`src/hw/rtl/smm_pkg.sv`:
```
// ============================================================================
// smm_pkg
// Shared types and constants of the segmented memory manager.
// ============================================================================
package smm_pkg;

  localparam int MaxSegments    = 64;
  localparam int MaxSegWords    = 1024;
  localparam int IdW            = 6;
  localparam int OffW           = 10;
  localparam int LenW           = 11;
  localparam int AddrW          = IdW + OffW;
  localparam int DataW          = 32;
  localparam int ModeW          = 3;
  localparam int StatusW        = 3;

  localparam logic [ModeW-1:0] MODE_MAP   = 3'd0;
  localparam logic [ModeW-1:0] MODE_UNMAP = 3'd1;
  localparam logic [ModeW-1:0] MODE_LOAD  = 3'd2;
  localparam logic [ModeW-1:0] MODE_STORE = 3'd3;
  localparam logic [ModeW-1:0] MODE_DUP   = 3'd4;

  localparam logic [StatusW-1:0] ST_OK         = 3'd0;
  localparam logic [StatusW-1:0] ST_BAD_ID     = 3'd1;
  localparam logic [StatusW-1:0] ST_BAD_OFFSET = 3'd2;
  localparam logic [StatusW-1:0] ST_NO_ID      = 3'd3;
  localparam logic [StatusW-1:0] ST_TOO_LONG   = 3'd4;
  localparam logic [StatusW-1:0] ST_UNMAPPED   = 3'd5;

  typedef struct packed {
    logic capture;
    logic decide;
    logic rd_issue;
    logic rd_take;
    logic copy_rd;
    logic copy_wr;
    logic fill_wr;
  } smm_cmd_t;

  typedef struct packed {
    logic walk;
    logic fill;
    logic copy;
    logic load;
    logic walk_done;
  } smm_stat_t;

endpackage

```
`src/hw/rtl/smm_ctrl.sv`:
```
// ============================================================================
// smm_ctrl
// Sequencer: capture a request, decide, walk fill or copy or read a load word, deliver result.
// ============================================================================
module smm_ctrl (
  input  logic             clk,
  input  logic             rst,
  input  logic             in_valid,
  output logic             in_stall,
  output logic             out_valid,
  input  logic             out_stall,
  output smm_pkg::smm_cmd_t cmd,
  input  smm_pkg::smm_stat_t stat
);
  import smm_pkg::*;

  localparam logic [2:0] S_IDLE = 3'd0;
  localparam logic [2:0] S_DEC  = 3'd1;
  localparam logic [2:0] S_FILL = 3'd2;
  localparam logic [2:0] S_COPY = 3'd3;
  localparam logic [2:0] S_RD   = 3'd4;
  localparam logic [2:0] S_OUT  = 3'd5;

  logic [2:0] state, state_next;
  logic       copy_ph, copy_ph_next;

  assign in_stall  = (state != S_IDLE);
  assign out_valid = (state == S_OUT);

  always_comb begin
    state_next   = state;
    copy_ph_next = copy_ph;
    cmd          = '0;
    case (state)
      S_IDLE: begin
        if (in_valid) begin
          cmd.capture = 1'b1;
          state_next  = S_DEC;
        end
      end
      S_DEC: begin
        cmd.decide = 1'b1;
        if (stat.walk && stat.fill) begin
          state_next = S_FILL;
        end else if (stat.walk && stat.copy) begin
          state_next   = S_COPY;
          copy_ph_next = 1'b0;
        end else if (stat.load) begin
          cmd.rd_issue = 1'b1;
          state_next   = S_RD;
        end else begin
          state_next = S_OUT;
        end
      end
      S_FILL: begin
        if (stat.walk_done) begin
          state_next = S_OUT;
        end else begin
          cmd.fill_wr = 1'b1;
        end
      end
      S_COPY: begin
        if (!copy_ph) begin
          if (stat.walk_done) begin
            state_next = S_OUT;
          end else begin
            cmd.copy_rd  = 1'b1;
            copy_ph_next = 1'b1;
          end
        end else begin
          cmd.copy_wr  = 1'b1;
          copy_ph_next = 1'b0;
        end
      end
      S_RD: begin
        cmd.rd_take = 1'b1;
        state_next  = S_OUT;
      end
      S_OUT: begin
        if (!out_stall) begin
          state_next = S_IDLE;
        end
      end
      default: state_next = S_IDLE;
    endcase
  end

  always_ff @(posedge clk) begin
    if (rst) begin
      state   <= S_IDLE;
      copy_ph <= 1'b0;
    end else begin
      state   <= state_next;
      copy_ph <= copy_ph_next;
    end
  end

endmodule

```
`config.mk`:
```
export PLATFORM = sky130hd
export DESIGN_NAME = smm_ctrl
export DESIGN_NICKNAME = d
export VERILOG_FILES = /design/src/hw/rtl/smm_pkg.sv /design/src/hw/rtl/smm_ctrl.sv
export SDC_FILE = /design/constraint.sdc
export NUM_CORES = 1
export LEC_CHECK = 0
export BUFFER_PORTS_ARGS = -buffer_cell sky130_fd_sc_hd__buf_2
export CAP_MARGIN = 20
export CORE_AREA = 2 2 39 41
export DETAILED_ROUTE_END_ITERATION = 8
export DIE_AREA = 0 0 41 43
export SLEW_MARGIN = 20
export SYNTH_ARGS = -nofsm -noshare
export SYNTH_HDL_FRONTEND = slang
export SYNTH_SLANG_ARGS = --single-unit
```
`constraint.sdc`:
```
create_clock -name clk -period 2.21 [get_ports clk]
set_input_delay 0.442 -clock clk [delete_from_list [all_inputs] [get_ports clk]]
set_output_delay 0.442 -clock clk [all_outputs]
set_load 0.01 [all_outputs]
```
==> flow_summary.toml <==
[setup_path]
slowest_stage = "dfxtp_1"
worstSetupStartpointType = "flop"
worstPathArrival_ns = 1.48
path_buf_inv = 2
critPathRequiredTime_ns = 1.77
path_max_fanout = 12
cp-end-kind = "primary output"
cp_slowest_stage_delay_ns = 0.41
cp_cell_sequence = "nand2b_1 -> or3_1 -> inv_1 -> buf_2"
r2r_slack_ns = 0.84
worst_path_dominant_cell_family = "simple AND/OR/NAND/NOR gates"
critPathKind = "reg2out"

[run]
cap_violations = 0

[placement]
port_buffers = 17
place_hpwl_um = 648.4
dpl_cell_area_um2 = 440.4
place_ws_ns = 0.4782
gp_congestion = 0.8009

[logic_synthesis]
ys_warn_count = 0
synth_area_leader_cell = "dfxtp_1"
synth_area_leaders = "dfxtp_1 23%, a21oi_1 4.4%, buf_2 4.4%"
synth_nets = 54
ys_ff_latch = 4
syn_area_um2 = 342.8
seq_area_frac_synth_pct = 23.36
netlist.area_leader.share_pct = 23.36
syn_avg_cell_area_um2 = 7.618
synthCells = 45
synth.distinct_cells = 28

[die]
io_pins = 18
core_mm2 = 0.001384
start_util_pct = 24.77
num_rows = 14
die_w_um = 41
die-area_mm2 = 0.001763
die_h_um = 43

[cells_and_area]
drive_above_1_share_pct = 41.27
design_area_um2 = 462.9
register_area_um2 = 80.08
fin_nets = 74
diodes = 0
area_delta_synth_final_pct = 35.04
layout_commonest_cell = "buf_2"
nFillCells = 144
final_util_pct = 33.45
multi_input_area_um2 = 229.0
layout_common_cells = "17 x buf_2, 4 x nor2_1, 4 x dfxtp_1, 3 x a21oi_1, 3 x clkbuf_4"

[power_and_ir_drop]
finalPower_mw = 0.4614
vdd_ir_drop_max_mv = 0.4482
p_leak_nw = 0.2102
power.density_mw_per_mm2 = 996.6

[clocking]
ctsResizeCount = 0
clock_latency_ns = 0.23
cts_setup_buffers = 0
h-tree-depth = 1
cts_buffer_depth = 2
clkSlewWorstSetupHoldPaths_ns = 0.03
tritoncts = "yes"
ctsRootBufferMaster = "clkbuf_4"
numCtsBuffers = 3
cts_hold_buf = 0
clock_sinks = 4

[timing]
tightest_slew_ns = 0.3777
skew_ns = 0.001616
drv_slew = 0
post-route-period-util_pct = 86.89
period_needed_ns = 1.920
rsz0062_at_grt = "no"
clock.fmax_mhz = 520.8
setup_viol = 0
fin_ws_ns = 0.2897
finalHoldViolCount = 0
fin_setup_tns_ns = 0
slew_headroom_pct = 74.79

[global_route]
grt_first_pass_wirelength_mm = 1.283
grt_max_degree = 15
met3_usage_pct = 7.853
antenna_found_initial = 0
grt_pass1_vias = 287
grtUsageTotal_pct = 11.22
top_usage_layer = "met1"
use_met2_pct = 11.25
overflow = 0
gr-usage-met1_pct = 16.61

[drt]
drc_errors = 0
first_iter_violations = 15
post_drt_wl_per_cell_um = 10.56
viasPerCell = 5.063
drtPass1Iterations = 4
wirelength_um = 834
drtAntennaViolNets = 0
vias = 400

[run_status]
status = "finished, final reports clean"

[worst_hold_path]
hold_path.class = "in2reg"
routing by layer:
metal | vias up | part of all wire [%]
li1 | 210 | -
met5 | - | 0
met4 | 0 | 0
met3 | 0 | 8.6
met2 | 19 | 41
met1 | 171 | 50
logic make-up (layout without fill, tap and decap cells):
group	after synthesis	after routing	share of synthesized area [%]
and+or+nand+nor	19	19	32.12
AOI/OAI and AO/OA	15	15	34.67
buffers and inverters	7	25	9.853
DFF	4	4	23.36
cell usage after synthesis:
| cell type | count |
|---|---|
| inv_1 | 2 |
| nand4b_1 | 1 |
| and3_1 | 1 |
| nor3b_1 | 1 |
| a311oi_1 | 1 |
| nand3_1 | 1 |
| o21ai_1 | 2 |
| a21boi_0 | 1 |
| inv_2 | 1 |
| o221a_2 | 1 |
| a21oi_1 | 3 |
| o311ai_1 | 1 |
| nand2_1 | 2 |
| a211oi_1 | 2 |
| or3_1 | 2 |
| buf_4 | 1 |
| a2111oi_1 | 1 |
| a221o_1 | 1 |
| or3_4 | 1 |
| o32a_1 | 1 |
| a211oi_2 | 1 |
| nor3_1 | 2 |
| nand2b_1 | 2 |
| nor2_1 | 4 |
| buf_2 | 3 |
| nand3b_1 | 1 |
| dfxtp_1 | 4 |
| or2_1 | 1 |
final cells by class:
type                            instances  share of cell area (%)
Multi-Input combinational cell         34                   49.46
Timing Repair Buffer                   19                   21.62
Sequential cell                         4                   17.30
Clock buffer                            3                   4.865
Tap cell                               16                   4.324
Inverter                                3                   2.432
worst paths after layout:
path | depth (start not counted) | end | from
max | 4 | cmd[2] | state[2]
min | 2 | copy_ph | rst
max reg2reg | 3 | state[1] | state[2]
min reg2reg | 2 | copy_ph | copy_ph
sequential cells by signal, summed over array words and instances (netlist names):
register	flops
copy_ph	1
state	3
metrics by stage:
step	cells	hold slack, ns
floorplan	45	0.4592
global route	79	0.4237
detailed placement	76	0.4886
CTS	79	0.4304
finish	79	0.4315
global placement	76	0.4990
where the power goes:
group	total (mW)	leakage [nW]	internal [mW]	switching [mW]
sequential	0.117	0.0329	0.0917	0.0256
clock	0.0887	0.0138	0.0606	0.0281
combinational	0.255	0.163	0.121	0.135
Note: power is estimated with default switching activity, not from simulation.
